## config.mk

```make
export PLATFORM = sky130hd
export DESIGN_NAME = process_scheduler_aging_rr_flat
export DESIGN_NICKNAME = d
export VERILOG_FILES = /design/src/rtl/psar_pkg.sv /design/src/rtl/psar_if.sv /design/src/rtl/psar_ctrl.sv /design/src/rtl/psar_dp.sv /design/src/rtl/process_scheduler_aging_rr.sv /design/src/flat_wrapper.sv
export SDC_FILE = /design/constraint.sdc
export NUM_CORES = 2
export LEC_CHECK = 0
export BUFFER_PORTS_ARGS = -buffer_cell sky130_fd_sc_hd__buf_2
export CELL_PAD_IN_SITES_DETAIL_PLACEMENT = 2
export CELL_PAD_IN_SITES_GLOBAL_PLACEMENT = 2
export CORE_MARGIN = 4
export CORE_UTILIZATION = 30
export CTS_CLUSTER_DIAMETER = 50
export DETAILED_ROUTE_END_ITERATION = 10
export PLACE_DENSITY_LB_ADDON = 0.1
export SKIP_CTS_REPAIR_TIMING = 1
export SYNTH_ARGS = -nofsm -noshare
export SYNTH_HDL_FRONTEND = slang
export SYNTH_SLANG_ARGS = --single-unit
```

## constraint.sdc

```tcl
create_clock -name clk -period 7.03 [get_ports clk]
set_input_delay 0.703 -clock clk [delete_from_list [all_inputs] [get_ports clk]]
set_output_delay 0.703 -clock clk [all_outputs]
set_load 0.03 [all_outputs]
```

## src/rtl/psar_pkg.sv

```systemverilog
`timescale 1ns / 1ps
// ----------------------------------------------------------------------------
// psar_pkg
// Shared widths, codes and controller/datapath types of the process scheduler.
// ----------------------------------------------------------------------------
package psar_pkg;

  // request and result field widths
  localparam int CMD_W        = 2;
  localparam int SLOT_FIELD_W = 6;
  localparam int PRIO_FIELD_W = 8;
  localparam int TIME_FIELD_W = 16;
  localparam int STATUS_W     = 2;

  // default sizing
  localparam int DEF_SLOTS     = 64;
  localparam int DEF_PRIO_BITS = 8;
  localparam int DEF_TIME_BITS = 16;

  // apb register file
  localparam int APB_ADDR_W = 3;
  localparam int APB_DATA_W = 32;
  localparam logic REG_MODE_IDX = 1'b0;

  // scheduler mode
  localparam logic MODE_PRIO  = 1'b0;
  localparam logic MODE_RR    = 1'b1;
  localparam logic MODE_RESET = MODE_RR;

  // commands
  localparam logic [CMD_W-1:0] CMD_TICK   = 2'd0;
  localparam logic [CMD_W-1:0] CMD_EXIT   = 2'd1;
  localparam logic [CMD_W-1:0] CMD_CREATE = 2'd2;
  localparam logic [CMD_W-1:0] CMD_KILL   = 2'd3;

  // result status
  localparam logic [STATUS_W-1:0] ST_OK      = 2'd0;
  localparam logic [STATUS_W-1:0] ST_NONE    = 2'd1;
  localparam logic [STATUS_W-1:0] ST_FULL    = 2'd2;
  localparam logic [STATUS_W-1:0] ST_NOT_USE = 2'd3;

  typedef struct packed {
    logic load;
    logic clr_cur;
    logic scan_clr;
    logic find_step;
    logic sel;
    logic res_none;
    logic rr_clr;
    logic rr_step;
    logic fetch_best;
    logic rr_fin;
    logic scan_step;
    logic create_hit;
    logic create_grow;
    logic res_full;
    logic fetch_tgt;
    logic kill_fin;
    logic res_not_use;
    logic push;
  } psar_cmd_t;

  typedef struct packed {
    logic [CMD_W-1:0] req_cmd;
    logic             kill_ok;
    logic             scan_idle;
    logic             found;
    logic             rr_hit;
    logic             rr_end;
    logic             c_hit;
    logic             c_end;
    logic             full;
    logic             out_free;
  } psar_stat_t;

endpackage

```

## src/rtl/psar_if.sv

```systemverilog
`timescale 1ns / 1ps
// ----------------------------------------------------------------------------
// psar_if
// Valid/ready channels for scheduler requests and results.
// ----------------------------------------------------------------------------
interface psar_in_if import psar_pkg::*; ();
  logic                    valid;
  logic                    ready;
  logic [CMD_W-1:0]        command;
  logic [SLOT_FIELD_W-1:0] target_slot;
  logic [PRIO_FIELD_W-1:0] new_priority;
  logic [TIME_FIELD_W-1:0] new_arrival;

  modport source (output valid, command, target_slot, new_priority, new_arrival,
                  input ready);
  modport sink (input valid, command, target_slot, new_priority, new_arrival,
                output ready);
endinterface

interface psar_out_if import psar_pkg::*; ();
  logic                    valid;
  logic                    ready;
  logic [SLOT_FIELD_W-1:0] chosen_slot;
  logic [PRIO_FIELD_W-1:0] chosen_priority;
  logic [STATUS_W-1:0]     status;

  modport source (output valid, chosen_slot, chosen_priority, status,
                  input ready);
  modport sink (input valid, chosen_slot, chosen_priority, status,
                output ready);
endinterface

```

## src/rtl/psar_ctrl.sv

```systemverilog
`timescale 1ns / 1ps
// ----------------------------------------------------------------------------
// psar_ctrl
// Sequencer for decode, table scans, single fetches and result hand-off.
// ----------------------------------------------------------------------------
module psar_ctrl import psar_pkg::*; (
  input  logic       clk,
  input  logic       rst,
  input  logic       in_valid,
  output logic       in_ready,
  input  logic       mode,
  input  psar_stat_t stat,
  output psar_cmd_t  cmd
);

  localparam logic [3:0] S_IDLE      = 4'd0;
  localparam logic [3:0] S_DECODE    = 4'd1;
  localparam logic [3:0] S_FIND      = 4'd2;
  localparam logic [3:0] S_SEL       = 4'd3;
  localparam logic [3:0] S_RR        = 4'd4;
  localparam logic [3:0] S_RR_FETCH  = 4'd5;
  localparam logic [3:0] S_RR_FIN    = 4'd6;
  localparam logic [3:0] S_CREATE    = 4'd7;
  localparam logic [3:0] S_KILL_FIN  = 4'd8;
  localparam logic [3:0] S_OUT       = 4'd9;

  logic [3:0] state;
  logic [3:0] state_next;

  always_ff @(posedge clk) begin
    if (rst) begin
      state <= S_IDLE;
    end else begin
      state <= state_next;
    end
  end

  always_comb begin
    cmd        = '0;
    in_ready   = 1'b0;
    state_next = state;
    case (state)
      S_IDLE: begin
        in_ready = 1'b1;
        if (in_valid) begin
          cmd.load   = 1'b1;
          state_next = S_DECODE;
        end
      end
      S_DECODE: begin
        case (stat.req_cmd)
          CMD_TICK, CMD_EXIT: begin
            cmd.clr_cur = (stat.req_cmd == CMD_EXIT);
            if (mode == MODE_PRIO) begin
              cmd.scan_clr = 1'b1;
              state_next   = S_FIND;
            end else begin
              cmd.rr_clr = 1'b1;
              state_next = S_RR;
            end
          end
          CMD_CREATE: begin
            cmd.scan_clr = 1'b1;
            state_next   = S_CREATE;
          end
          default: begin
            if (stat.kill_ok) begin
              cmd.fetch_tgt = 1'b1;
              state_next    = S_KILL_FIN;
            end else begin
              cmd.res_not_use = 1'b1;
              state_next      = S_OUT;
            end
          end
        endcase
      end
      S_FIND: begin
        cmd.find_step = 1'b1;
        if (stat.scan_idle) begin
          state_next = S_SEL;
        end
      end
      S_SEL: begin
        cmd.sel      = stat.found;
        cmd.res_none = !stat.found;
        state_next   = S_OUT;
      end
      S_RR: begin
        if (stat.rr_end) begin
          cmd.res_none = 1'b1;
          state_next   = S_OUT;
        end else begin
          cmd.rr_step = 1'b1;
          if (stat.rr_hit) begin
            state_next = S_RR_FETCH;
          end
        end
      end
      S_RR_FETCH: begin
        cmd.fetch_best = 1'b1;
        state_next     = S_RR_FIN;
      end
      S_RR_FIN: begin
        cmd.rr_fin = 1'b1;
        state_next = S_OUT;
      end
      S_CREATE: begin
        if (stat.c_hit) begin
          cmd.create_hit = 1'b1;
          state_next     = S_OUT;
        end else if (stat.c_end) begin
          cmd.res_full    = stat.full;
          cmd.create_grow = !stat.full;
          state_next      = S_OUT;
        end else begin
          cmd.scan_step = 1'b1;
        end
      end
      S_KILL_FIN: begin
        cmd.kill_fin = 1'b1;
        state_next   = S_OUT;
      end
      S_OUT: begin
        if (stat.out_free) begin
          cmd.push   = 1'b1;
          state_next = S_IDLE;
        end
      end
      default: begin
        state_next = S_IDLE;
      end
    endcase
  end

endmodule

```

## src/rtl/psar_dp.sv

```systemverilog
`timescale 1ns / 1ps
// ----------------------------------------------------------------------------
// psar_dp
// Slot table, scan counters, best-slot tracker and result registers.
// ----------------------------------------------------------------------------
module psar_dp import psar_pkg::*; #(
  parameter int SLOTS     = DEF_SLOTS,
  parameter int PRIO_BITS = DEF_PRIO_BITS,
  parameter int TIME_BITS = DEF_TIME_BITS
) (
  input  logic                    clk,
  input  logic                    rst,
  input  psar_cmd_t               cmd,
  output psar_stat_t              stat,
  input  logic [CMD_W-1:0]        command,
  input  logic [SLOT_FIELD_W-1:0] target_slot,
  input  logic [PRIO_FIELD_W-1:0] new_priority,
  input  logic [TIME_FIELD_W-1:0] new_arrival,
  output logic                    out_valid,
  input  logic                    out_ready,
  output logic [SLOT_FIELD_W-1:0] chosen_slot,
  output logic [PRIO_FIELD_W-1:0] chosen_priority,
  output logic [STATUS_W-1:0]     status
);

  localparam int SW         = (SLOTS > 1) ? $clog2(SLOTS) : 1;
  localparam int CW         = $clog2(SLOTS + 1);
  localparam int WW         = PRIO_BITS + TIME_BITS;
  localparam int CMPW       = (CW > SLOT_FIELD_W) ? CW : SLOT_FIELD_W;
  localparam int RESET_USED = (SLOTS < 3) ? SLOTS : 3;
  localparam logic [PRIO_BITS-1:0] PRIO_MAX = {PRIO_BITS{1'b1}};

  // latched request
  logic [CMD_W-1:0]        req_cmd;
  logic [SLOT_FIELD_W-1:0] req_tgt;
  logic [PRIO_BITS-1:0]    req_prio;
  logic [TIME_BITS-1:0]    req_arr;

  // slot table
  logic [SLOTS-1:0] valid;
  logic [SLOTS-1:0] init;
  logic [WW-1:0]    mem [SLOTS];

  logic [CW-1:0] used;
  logic [SW-1:0] cur;
  logic [CW-1:0] scan_idx;
  logic [SW-1:0] rr_idx;

  logic                 found;
  logic [SW-1:0]        best_idx;
  logic [PRIO_BITS-1:0] best_prio;
  logic [TIME_BITS-1:0] best_arr;

  // read pipeline
  logic [WW-1:0] rd_data;
  logic          rd_init;
  logic          rd_vld;
  logic [SW-1:0] rd_idx;

  logic [SW-1:0]        res_idx;
  logic [PRIO_BITS-1:0] res_prio;
  logic [STATUS_W-1:0]  res_status;

  logic                 scan_live;
  logic                 find_issue;
  logic                 proc_en;
  logic                 better;
  logic                 age_en;
  logic [PRIO_BITS-1:0] rd_prio;
  logic [TIME_BITS-1:0] rd_arr;
  logic [SW-1:0]        tgt_idx;
  logic [SW-1:0]        scan_slot;
  logic [SW-1:0]        rr_cand;
  logic [SW-1:0]        rd_addr;
  logic                 rd_en;
  logic                 wr_en;
  logic [SW-1:0]        wr_addr;
  logic [WW-1:0]        wr_data;
  logic                 create_en;

  assign rd_prio   = rd_init ? rd_data[WW-1:TIME_BITS] : '0;
  assign rd_arr    = rd_init ? rd_data[TIME_BITS-1:0] : '0;
  assign tgt_idx   = SW'(req_tgt);
  assign scan_slot = scan_idx[SW-1:0];
  assign scan_live = (scan_idx < used);
  assign rr_cand   = ((CW'(rr_idx) + CW'(1)) >= used) ? '0 : (rr_idx + SW'(1));

  assign find_issue = cmd.find_step && scan_live;
  assign proc_en    = cmd.find_step && rd_vld && valid[rd_idx];
  assign better     = !found || (rd_prio > best_prio) ||
                      ((rd_prio == best_prio) && (rd_arr < best_arr));
  assign age_en     = proc_en && (rd_prio != PRIO_MAX);
  assign create_en  = cmd.create_hit || cmd.create_grow;

  assign rd_en   = find_issue || cmd.fetch_best || cmd.fetch_tgt;
  assign rd_addr = cmd.fetch_best ? rr_idx : (cmd.fetch_tgt ? tgt_idx : scan_slot);

  always_comb begin
    wr_en   = 1'b0;
    wr_addr = rd_idx;
    wr_data = {rd_prio + PRIO_BITS'(1), rd_arr};
    if (cmd.sel) begin
      wr_en   = 1'b1;
      wr_addr = best_idx;
      wr_data = {best_prio, best_arr};
    end else if (create_en) begin
      wr_en   = 1'b1;
      wr_addr = cmd.create_hit ? scan_slot : used[SW-1:0];
      wr_data = {req_prio, req_arr};
    end else if (age_en) begin
      wr_en = 1'b1;
    end
  end

  always_ff @(posedge clk) begin
    if (wr_en) begin
      mem[wr_addr] <= wr_data;
    end
    if (rd_en) begin
      rd_data <= mem[rd_addr];
      rd_init <= init[rd_addr];
    end
    rd_idx <= scan_slot;
  end

  always_ff @(posedge clk) begin
    if (cmd.load) begin
      req_cmd  <= command;
      req_tgt  <= target_slot;
      req_prio <= PRIO_BITS'(new_priority);
      req_arr  <= TIME_BITS'(new_arrival);
    end
  end

  always_ff @(posedge clk) begin
    if (rst) begin
      for (int i = 0; i < SLOTS; i++) begin
        valid[i] <= (i < RESET_USED);
      end
      init <= '0;
      used <= CW'(RESET_USED);
      cur  <= '0;
    end else begin
      if (wr_en) begin
        init[wr_addr] <= 1'b1;
      end
      if (cmd.clr_cur) begin
        valid[cur] <= 1'b0;
      end
      if (cmd.kill_fin) begin
        valid[tgt_idx] <= 1'b0;
      end
      if (create_en) begin
        valid[wr_addr] <= 1'b1;
      end
      if (cmd.create_grow) begin
        used <= used + CW'(1);
      end
      if (cmd.sel) begin
        cur <= best_idx;
      end
      if (cmd.rr_fin) begin
        cur <= rr_idx;
      end
    end
  end

  always_ff @(posedge clk) begin
    if (rst) begin
      scan_idx <= '0;
      rd_vld   <= 1'b0;
      found    <= 1'b0;
    end else begin
      rd_vld <= find_issue;
      if (cmd.scan_clr || cmd.rr_clr) begin
        scan_idx <= '0;
      end else if (find_issue || cmd.scan_step || cmd.rr_step) begin
        scan_idx <= scan_idx + CW'(1);
      end
      if (cmd.scan_clr) begin
        found <= 1'b0;
      end else if (proc_en && better) begin
        found <= 1'b1;
      end
    end
  end

  always_ff @(posedge clk) begin
    if (proc_en && better) begin
      best_idx  <= rd_idx;
      best_prio <= rd_prio;
      best_arr  <= rd_arr;
    end
    if (cmd.rr_clr) begin
      rr_idx <= cur;
    end else if (cmd.rr_step) begin
      rr_idx <= rr_cand;
    end
  end

  // result staging
  always_ff @(posedge clk) begin
    if (cmd.sel) begin
      res_idx    <= best_idx;
      res_prio   <= best_prio;
      res_status <= ST_OK;
    end else if (cmd.rr_fin) begin
      res_idx    <= rr_idx;
      res_prio   <= rd_prio;
      res_status <= ST_OK;
    end else if (create_en) begin
      res_idx    <= wr_addr;
      res_prio   <= req_prio;
      res_status <= ST_OK;
    end else if (cmd.kill_fin) begin
      res_idx    <= tgt_idx;
      res_prio   <= rd_prio;
      res_status <= ST_OK;
    end else if (cmd.res_none || cmd.res_full || cmd.res_not_use) begin
      res_idx    <= '0;
      res_prio   <= '0;
      res_status <= cmd.res_none ? ST_NONE : (cmd.res_full ? ST_FULL : ST_NOT_USE);
    end
  end

  // output register
  always_ff @(posedge clk) begin
    if (rst) begin
      out_valid <= 1'b0;
    end else if (cmd.push) begin
      out_valid <= 1'b1;
    end else if (out_ready) begin
      out_valid <= 1'b0;
    end
  end

  always_ff @(posedge clk) begin
    if (cmd.push) begin
      chosen_slot     <= SLOT_FIELD_W'(res_idx);
      chosen_priority <= PRIO_FIELD_W'(res_prio);
      status          <= res_status;
    end
  end

  always_comb begin
    stat.req_cmd   = req_cmd;
    stat.kill_ok   = (CMPW'(req_tgt) < CMPW'(used)) && valid[tgt_idx];
    stat.scan_idle = !scan_live && !rd_vld;
    stat.found     = found;
    stat.rr_hit    = scan_live && valid[rr_cand];
    stat.rr_end    = !scan_live;
    stat.c_hit     = scan_live && !valid[scan_slot];
    stat.c_end     = !scan_live;
    stat.full      = (used == CW'(SLOTS));
    stat.out_free  = !out_valid || out_ready;
  end

  a_used_grows: assert property (@(posedge clk) disable iff (rst)
    !$past(rst) |-> used >= $past(used))
    else $error("slot count shrank");

  a_err_zero: assert property (@(posedge clk) disable iff (rst)
    (out_valid && status != ST_OK) |-> (chosen_slot == '0 && chosen_priority == '0))
    else $error("error result carries a slot or priority");

  a_create_marks: assert property (@(posedge clk) disable iff (rst)
    create_en |=> valid[$past(wr_addr)])
    else $error("created slot not marked valid");

  a_kill_frees: assert property (@(posedge clk) disable iff (rst)
    cmd.kill_fin |=> !valid[$past(tgt_idx)])
    else $error("killed slot still valid");

endmodule

```

## src/rtl/process_scheduler_aging_rr.sv

```systemverilog
`timescale 1ns / 1ps
// ----------------------------------------------------------------------------
// process_scheduler_aging_rr
// Process slot scheduler with priority aging or round-robin selection.
// ----------------------------------------------------------------------------
// Usage:
//   request channel carries one command (tick, exit, create, kill) per request;
//   result channel returns exactly one result per request, in order.
//   The mode register (APB, byte address 0) selects priority with aging or
//   round robin; write it only while no request is in flight.
//   Work per request, with used = slot high-water count:
//     priority reschedule  scans slots below used (one slot read per cycle, valid slots aged)
//     round-robin resched  steps on from the current slot (one valid bit per cycle)
//     create               first-free search over slots below used
//     kill                 one read of the target slot, none when the slot is not in use
//   One request is worked at a time; the table's single read port and the
//   per-slot scan set the rate. The next request is taken the cycle after the
//   result is handed off to the output register.
//   A new request is taken while a finished result still sits in the output
//   register; if the receiver stalls, the next result waits in the controller
//   until the register frees.
//   Reset: slots 0..2 valid with priority and arrival zero, count three,
//   current slot zero, round-robin mode. No clearing pass is needed.
// ----------------------------------------------------------------------------
module process_scheduler_aging_rr import psar_pkg::*; #(
  parameter int SLOTS     = DEF_SLOTS,
  parameter int PRIO_BITS = DEF_PRIO_BITS,
  parameter int TIME_BITS = DEF_TIME_BITS
) (
  input  logic                  clk,
  input  logic                  rst,
  input  logic                  psel,
  input  logic                  penable,
  input  logic                  pwrite,
  input  logic [APB_ADDR_W-1:0] paddr,
  input  logic [APB_DATA_W-1:0] pwdata,
  output logic [APB_DATA_W-1:0] prdata,
  output logic                  pready,
  psar_in_if.sink               request,
  psar_out_if.source            result
);

  logic       mode;
  logic       in_ready;
  psar_cmd_t  cmd;
  psar_stat_t stat;

  // mode register
  always_ff @(posedge clk) begin
    if (rst) begin
      mode <= MODE_RESET;
    end else if (psel && penable && pwrite && pready &&
                 paddr[APB_ADDR_W-1] == REG_MODE_IDX) begin
      mode <= pwdata[0];
    end
  end

  assign pready = 1'b1;
  assign prdata = (paddr[APB_ADDR_W-1] == REG_MODE_IDX) ? APB_DATA_W'(mode) : '0;

  assign request.ready = in_ready;

  psar_ctrl u_ctrl (
    .clk      (clk),
    .rst      (rst),
    .in_valid (request.valid),
    .in_ready (in_ready),
    .mode     (mode),
    .stat     (stat),
    .cmd      (cmd)
  );

  psar_dp #(
    .SLOTS     (SLOTS),
    .PRIO_BITS (PRIO_BITS),
    .TIME_BITS (TIME_BITS)
  ) u_dp (
    .clk             (clk),
    .rst             (rst),
    .cmd             (cmd),
    .stat            (stat),
    .command         (request.command),
    .target_slot     (request.target_slot),
    .new_priority    (request.new_priority),
    .new_arrival     (request.new_arrival),
    .out_valid       (result.valid),
    .out_ready       (result.ready),
    .chosen_slot     (result.chosen_slot),
    .chosen_priority (result.chosen_priority),
    .status          (result.status)
  );

endmodule
```

## src/flat_wrapper.sv

```systemverilog
// flat-port wrapper written by rule: the top's interface ports become plain ports
module process_scheduler_aging_rr_flat import psar_pkg::*;
#(
  parameter int SLOTS     = DEF_SLOTS,
  parameter int PRIO_BITS = DEF_PRIO_BITS,
  parameter int TIME_BITS = DEF_TIME_BITS
)
  (clk, rst, psel, penable, pwrite, paddr, pwdata, prdata, pready, request_valid, request_command, request_target_slot, request_new_priority, request_new_arrival, request_ready, result_valid, result_chosen_slot, result_chosen_priority, result_status, result_ready);
  psar_in_if request_i ();
  psar_out_if result_i ();
  input  logic clk;
  input  logic rst;
  input  logic psel;
  input  logic penable;
  input  logic pwrite;
  input  logic [APB_ADDR_W-1:0] paddr;
  input  logic [APB_DATA_W-1:0] pwdata;
  output logic [APB_DATA_W-1:0] prdata;
  output logic pready;
  input wire logic [$bits(request_i.valid)-1:0] request_valid;
  input wire logic [$bits(request_i.command)-1:0] request_command;
  input wire logic [$bits(request_i.target_slot)-1:0] request_target_slot;
  input wire logic [$bits(request_i.new_priority)-1:0] request_new_priority;
  input wire logic [$bits(request_i.new_arrival)-1:0] request_new_arrival;
  output wire logic [$bits(request_i.ready)-1:0] request_ready;
  output wire logic [$bits(result_i.valid)-1:0] result_valid;
  output wire logic [$bits(result_i.chosen_slot)-1:0] result_chosen_slot;
  output wire logic [$bits(result_i.chosen_priority)-1:0] result_chosen_priority;
  output wire logic [$bits(result_i.status)-1:0] result_status;
  input wire logic [$bits(result_i.ready)-1:0] result_ready;
  assign request_i.valid = request_valid;
  assign request_i.command = request_command;
  assign request_i.target_slot = request_target_slot;
  assign request_i.new_priority = request_new_priority;
  assign request_i.new_arrival = request_new_arrival;
  assign request_ready = request_i.ready;
  assign result_valid = result_i.valid;
  assign result_chosen_slot = result_i.chosen_slot;
  assign result_chosen_priority = result_i.chosen_priority;
  assign result_status = result_i.status;
  assign result_i.ready = result_ready;
  process_scheduler_aging_rr #(.SLOTS(SLOTS), .PRIO_BITS(PRIO_BITS), .TIME_BITS(TIME_BITS)) u_core (.clk(clk), .rst(rst), .psel(psel), .penable(penable), .pwrite(pwrite), .paddr(paddr), .pwdata(pwdata), .prdata(prdata), .pready(pready), .request(request_i), .result(result_i));
endmodule
```

== Yosys cells after proc, flatten, opt, wreduce, memory -nomap -nowiden ==
Memory sizes are Yosys's and may differ from the RTL's. A register that Yosys moved wholly into a read port is not among the register bits.
Cells that the tools add are included.
Word-level totals
  flip-flop bits (word level): 263
  RAM bits: 1536
  memories: 1
Operators by class
  add/sub/neg operators: 5
  magnitude comparators: 15
  equality and inequality tests: 19
  mux-type cells: 98
  bitwise operators: 7
  reductions and logical operators: 46
Memory list
  u_core.u_dp.mem: depth 64, bits a word 24, read ports 1, clocked after Yosys merged registers in 1, write ports 1, RTL line psar_dp.sv:42  | logic [WW-1:0] mem [SLOTS];
Operators by type and width (count)
  64-bit two-way mux: 5
  64-bit bitwise AND: 2
  64-bit inverter: 2
  64-bit OR: 2
  6-bit two-way mux: 15
  6-bit by 7-bit < comparator with 1-bit output (second input constant): 7
  24-bit two-way mux: 2
  8-bit two-way mux: 6
  1-bit two-way mux: 44
  4-bit two-way mux: 8
  4-bit one-hot mux with 8 select lines: 1
  1-bit binary-select mux with 6-bit select: 5
  1-bit demux with 6-bit select: 3
  6-bit by 1-bit >= comparator with 1-bit output (second input constant): 3
  4-bit by 3-bit equality test with 1-bit output (second input constant): 4
  1-bit logical AND: 16
  16-bit < comparator: 1
  16-bit two-way mux: 1
  7-bit by 1-bit adder with 7-bit output (second input constant): 2
  1-bit logical OR: 11
  8-bit by 1-bit adder with 8-bit output (second input constant): 1
  4-bit by 2-bit equality test with 1-bit output (second input constant): 2
  4-bit equality test (second input constant): 2
  8-bit equality test: 1
  other kinds (28): 44

== Depth between registers and ports, before layout ==
  depth in word-level cells: 15
  depth in mapped cells: 20
  mapped depth without buffers: 14

== Hierarchy ==
From an unflattened synthesis, not the netlist that was laid out.
Unflattened totals
  cells, all modules: 4132
  area total of the unflattened synthesis: 75174.6 µm²
By module, submodules not included
  psar_dp: instances 1, cells each 4011, area each 74290.0 µm², seq. area each 53000.8 µm²
  psar_ctrl: instances 1, cells each 81, area each 569.3 µm², seq. area each 80.1 µm²
  process_scheduler_aging_rr: instances 1, cells each 40, area each 315.3 µm², seq. area each 20.0 µm²

== Worst setup path before layout ==
OpenSTA, ideal clock, no wires.
  path type: reg2reg
  start point: register u_core.u_dp.scan_idx[0]
  end point: memory u_core.u_dp.mem[0][18] (netlist bit) (data pin)
  library setup time: 0.702 ns
  arrival: 5.467 ns
  setup slack: 0.862 ns
  stages on the path, launching flop included: 12
  path buffers: 2
  cells stage by stage: dfxtp_1 -> buf_2 -> mux4_2 -> mux4_2 -> mux2i_1 -> mux2i_1 -> o211a_2 -> a211oi_2 -> clkbuf_1 -> nand2_1 -> a21boi_0 -> o21ai_0
Between the ends
  cells in the longest elaborated chain, start to end: 9
  elaborated cells on any way between the ends: 12
RTL lines
  start: declaration: RTL line psar_dp.sv:46  | logic [CW-1:0] scan_idx;
  start signal: assignment: RTL line psar_dp.sv:178  | scan_idx <= scan_idx + CW'(1);
  1-bit binary-select mux with 6-bit select: RTL line psar_dp.sv:252  | stat.c_hit = scan_live && !valid[scan_slot];
  1-bit two-way mux (not written as such): RTL line psar_dp.sv:252
  1-bit zero test: RTL line psar_dp.sv:252
  1-bit logical AND: RTL line psar_dp.sv:252
  1-bit two-way mux / 2-bit two-way mux (equally long branches): RTL line psar_ctrl.sv:108  | if (stat.c_hit) begin
  4-bit two-way mux (*): RTL line psar_ctrl.sv:42  | case (state)
  1-bit logical OR (*): RTL line psar_dp.sv:93  | assign create_en = cmd.create_hit || cmd.create_grow;
  24-bit two-way mux (*): RTL line psar_dp.sv:106  | end else if (create_en) begin
  24-bit two-way mux (*): RTL line psar_dp.sv:102  | if (cmd.sel) begin
  net u_core.u_dp.wr_data[18]: RTL line psar_dp.sv:78  | logic [WW-1:0] wr_data;
  end: declaration: RTL line psar_dp.sv:42
The timed path passes the listed nets; every way through them passes the cells marked *. The select of a mux whose other input is x is not followed.

== Worst setup path after layout ==
  start point: register u_core.u_dp.scan_idx[0]
  end point: memory u_core.u_dp.mem[2][7] (netlist bit), enable pin
Between the ends
  cells in the longest elaborated chain, start to end: 11
  elaborated cells on any way between the ends: 17
RTL lines
  1-bit binary-select mux with 6-bit select: RTL line psar_dp.sv:252
  1-bit two-way mux (not written as such): RTL line psar_dp.sv:252
  1-bit zero test: RTL line psar_dp.sv:252
  1-bit logical AND: RTL line psar_dp.sv:252
  1-bit two-way mux / 2-bit two-way mux (equally long branches): RTL line psar_ctrl.sv:108
  4-bit two-way mux: RTL line psar_ctrl.sv:42
  1-bit logical OR: RTL line psar_dp.sv:93
  1-bit two-way mux: RTL line psar_dp.sv:106
  1-bit two-way mux: RTL line psar_dp.sv:102
  1-bit two-way mux: RTL line psar_dp.sv:116  | if (wr_en) begin
  1-bit two-way mux (not written as such): RTL line psar_dp.sv:117  | mem[wr_addr] <= wr_data;
Parallel ways exist; a longest one is shown, timed or not. The select of a mux whose other input is x is not followed.

==> out/qor.txt <==
Slew @ Worst Pin: 1.21 ns
Post-route ant nets: 0
Avg Vias per Cell: 5.29
Largest net degree at the start of global routing: 89
# nets final: 5,895
Placed Cells: 8,794
Max-cap viol count: 0
Area Growth Syn to Fin: 20.4%
Clock Pin Slew Worst Setup and Hold Paths: 0.05 ns
# DRC: 0
Setup CP Type: flop to flop
Initial antenna violation count: 20
Post-Syn Instances: 5,508
Highest clock rate: 165 MHz
P_leak: 31.1 nW
Final Cycle Share: 86.1%
Die H: 508 um
Drt total wl: 276,000 um
Average wire per standard cell: 29.7 um
Tmin final: 6.05 ns
Final Max Slew Viols: 0
Buffers on Ports: 59
Setup violators final: 0
Setup crit end kind: flop
Reg2reg setup slack: 0.98 ns
Final Skew: 0.0716 ns
TritonCTS buffer count: 277
Area of the die: 258,000 um^2
Count of cell types in the netlist: 90
TritonCTS Sinks: 1,823
Row cnt: 183
RSZ-0062 raised after global routing: false
Startpoint Class: flop
H-Tree Level Count: 5
Crit Path Max Fanout: 24
RR Endpoint: u_core.u_dp.mem[2][7]$_DFFE_PP_
Starting Density: 30.2%
Worst hold path class: input port to flop
Post-layout util: 36.3%
Worst EP required: 7.52 ns
Setup TNS Final: 0 ns
HPWL after DPL: 167,000 um
Finished Layout Cells: 9,304
Sequential area share after synthesis: 70.7%
Power per Cell Area: 394 nW/um^2
Final instance area: 90,400 um^2
Root buffer cell: clkbuf_16
Core area: 249,000 um^2
Arrival @ worst endpoint: 6.54 ns
YS warnings: 0
Clk Latency, worst-skew pair: 0.92 ns
GP Congestion: 0.804
R2R depth: 14
Main synth FF type: edfxtp_1
CTS tree: yes
Total congestion overflow: 0
Vias in the first global route: 52.2k
Mapped Area: 75,100 um^2
Status: finished clean
Ys async rst share: 0%
Worst r2r src: u_core.u_dp.scan_idx[0]$_SDFFE_PP0P_
Final Hold Fails: 0
Post-synth EDFFs: 1,659
Fraction of layout cells with a size suffix above 1: 15.1%
Max-slew headroom: 19.7%
Gr usage total: 20.9%
Die Wd: 508 um
DRT iter0 DRCs: 3,756
Yosys reg bits: 1,823
Io pins: 125
Hold path endpoint: u_core.mode$_SDFFE_PP1P_
VDD IR-drop max: 0.280 mV
Placement Cell Area: 81,200 um^2
First-pass GRT wire length: 393,000 um
Hold depth: 4
Synthesized area per cell: 13.6 um^2
HP Start: pwdata[0]
Clock buffer depth: 4
Vias: 49.3k
DRT Pass-1 Iters: 6
-- final cells by class --
| type | instances | area [um^2] |
|---|---|---|
| multi-input cells | 3226 | 20700 |
| clock buffers | 333 | 7380 |
| repair buffers | 349 | 3140 |
| inverters | 98 | 368 |
| flip-flops and latches | 1823 | 53100 |
| fillers | 25000 | 159000 |
| clock inverters | 141 | 1500 |
| well taps | 3330 | 4170 |
| diodes | 4 | 10.0 |
-- cells in the final DEF (no fill, tap or decap), drive strengths merged, types with 11 or more instances in the layout --
cell / Yosys / final
edfxtp: 1659 / 1659
nand2: 1168 / 1168
clkbuf: 190 / 333
mux2i: 320 / 320
buf: 201 / 317
nand3: 235 / 235
a31oi: 228 / 228
a32oi: 214 / 214
dfxtp: 164 / 164
nor2: 142 / 142
inv: 96 / 112
and3: 108 / 108
o21ai: 95 / 95
clkinv: 2 / 81
o22ai: 55 / 55
a21oi: 51 / 51
mux4: 49 / 49
nand4: 47 / 47
ha: 46 / 46
nor2b: 33 / 33
o21a: 32 / 32
conb: 2 / 32
dlygate4sd3: 0 / 32
o211ai: 32 / 32
o32ai: 30 / 30
o221ai: 27 / 27
bufinv: 0 / 26
and2: 25 / 25
a221oi: 24 / 24
o2bb2ai: 24 / 24
clkinvlp: 0 / 20
nand2b: 16 / 16
xnor2: 16 / 16
nor3: 16 / 16
nand3b: 13 / 13
a22oi: 13 / 13
or3: 11 / 11
or3b: 11 / 11
-- cell usage after synthesis (all sizes together), types with 33 or more instances --
library cell  number  area [um^2]
nor2             142          561
buf              201         1110
mux2i            320         3200
nand3            235         1180
and3             108          676
clkbuf           190          713
a31oi            228         1430
a21oi             51          259
o22ai             55          344
edfxtp          1659        49800
nand2           1168         4390
o21ai             95          475
ha                46          576
inv               96          360
nor2b             33          206
mux4              49         1100
dfxtp            164         3280
a32oi            214         1870
nand4             47          294
-- state kept, by name, summed over array words and instances, names as in the netlist, 7 cells and up --
name	count
u_core.u_dp.rd_data	24
u_core.u_dp.best_arr	16
u_core.u_dp.res_prio	8
u_core.u_dp.req_arr	16
u_core.u_dp.chosen_priority	8
u_core.u_dp.valid	64
u_core.u_dp.used	7
u_core.u_dp.req_prio	8
u_core.u_dp.best_prio	8
u_core.u_dp.init	64
u_core.u_dp.mem	1536
u_core.u_dp.scan_idx	7
-- metal layers --
metal / share of wire, % / vias to the layer above / GRT usage [%]
met2: 47 / 1027 / 34.3
li1: - / 21500 / -
met4: 2.6 / 2 / 5.52
met5: 0.0047 / - / 0
met1: 47 / 26300 / 29.4
met3: 3.7 / 387 / 2.54
-- critical path, stage by stage (launching register included) --
cell,delay (ns)
dfxtp_1,0.33
buf_4,0.34
mux4_2,0.57
mux4_2,0.47
mux2i_1,0.36
mux2i_1,0.32
nor2_2,0.21
o211ai_2,0.20
o32a_1,0.33
o311a_1,0.22
nor2_1,0.58
nand2_1,0.67
buf_4,0.40
nor2_4,0.11
buf_4,0.47
-- logic make-up after synthesis --
group	after synthesis	share of synthesized area [%]
and+or+nand+nor	1861	10.9
DFF	1823	70.7
AOI/OAI and AO/OA	897	8.72
buffers and inverters	489	2.91
muxes	370	5.75
adders and majority gates	46	0.767
xor gates and xnor gates	20	0.233
other	2	0.0100
-- where the power goes --
part	total (mW)	switching (mW)	internal (mW)
Clock	13.5	5.03	8.42
Sequential	13.4	0.343	13.0
Combinational	8.81	6.28	2.53
Total	35.6	11.7	24.0
-- worst max path at each step --
stage                                    startpoint                                end  slack (ns)  cells past startpoint
5_1_grt        u_core.u_dp.scan_idx[0]$_SDFFE_PP0P_  u_core.u_dp.mem[18][20]$_DFFE_PP_        0.82                     14
2_1_floorplan  u_core.u_dp.scan_idx[0]$_SDFFE_PP0P_   u_core.u_dp.mem[0][18]$_DFFE_PP_        0.86                     11
3_5_place_dp   u_core.u_dp.scan_idx[0]$_SDFFE_PP0P_   u_core.u_dp.mem[34][2]$_DFFE_PP_        0.99                     13
6_report       u_core.u_dp.scan_idx[0]$_SDFFE_PP0P_    u_core.u_dp.mem[2][7]$_DFFE_PP_        0.98                     14
4_1_cts        u_core.u_dp.scan_idx[0]$_SDFFE_PP0P_  u_core.u_dp.mem[18][20]$_DFFE_PP_        0.97                     14
3_3_place_gp   u_core.u_dp.scan_idx[0]$_SDFFE_PP0P_   u_core.u_dp.mem[34][2]$_DFFE_PP_        1.09                     13
-- through the flow --
stage                     power (mW)  hold WS [ns]  setup slack (ns)
final                           35.6         0.165             0.980
after global routing            37.2         0.145             0.824
after CTS                       36.2        -0.115             0.973
after detailed placement        22.6         0.408             0.989
after global placement          22.4         0.402              1.09
after floorplan                 18.5         0.353             0.862
Power figures use the tool's default switching activity.
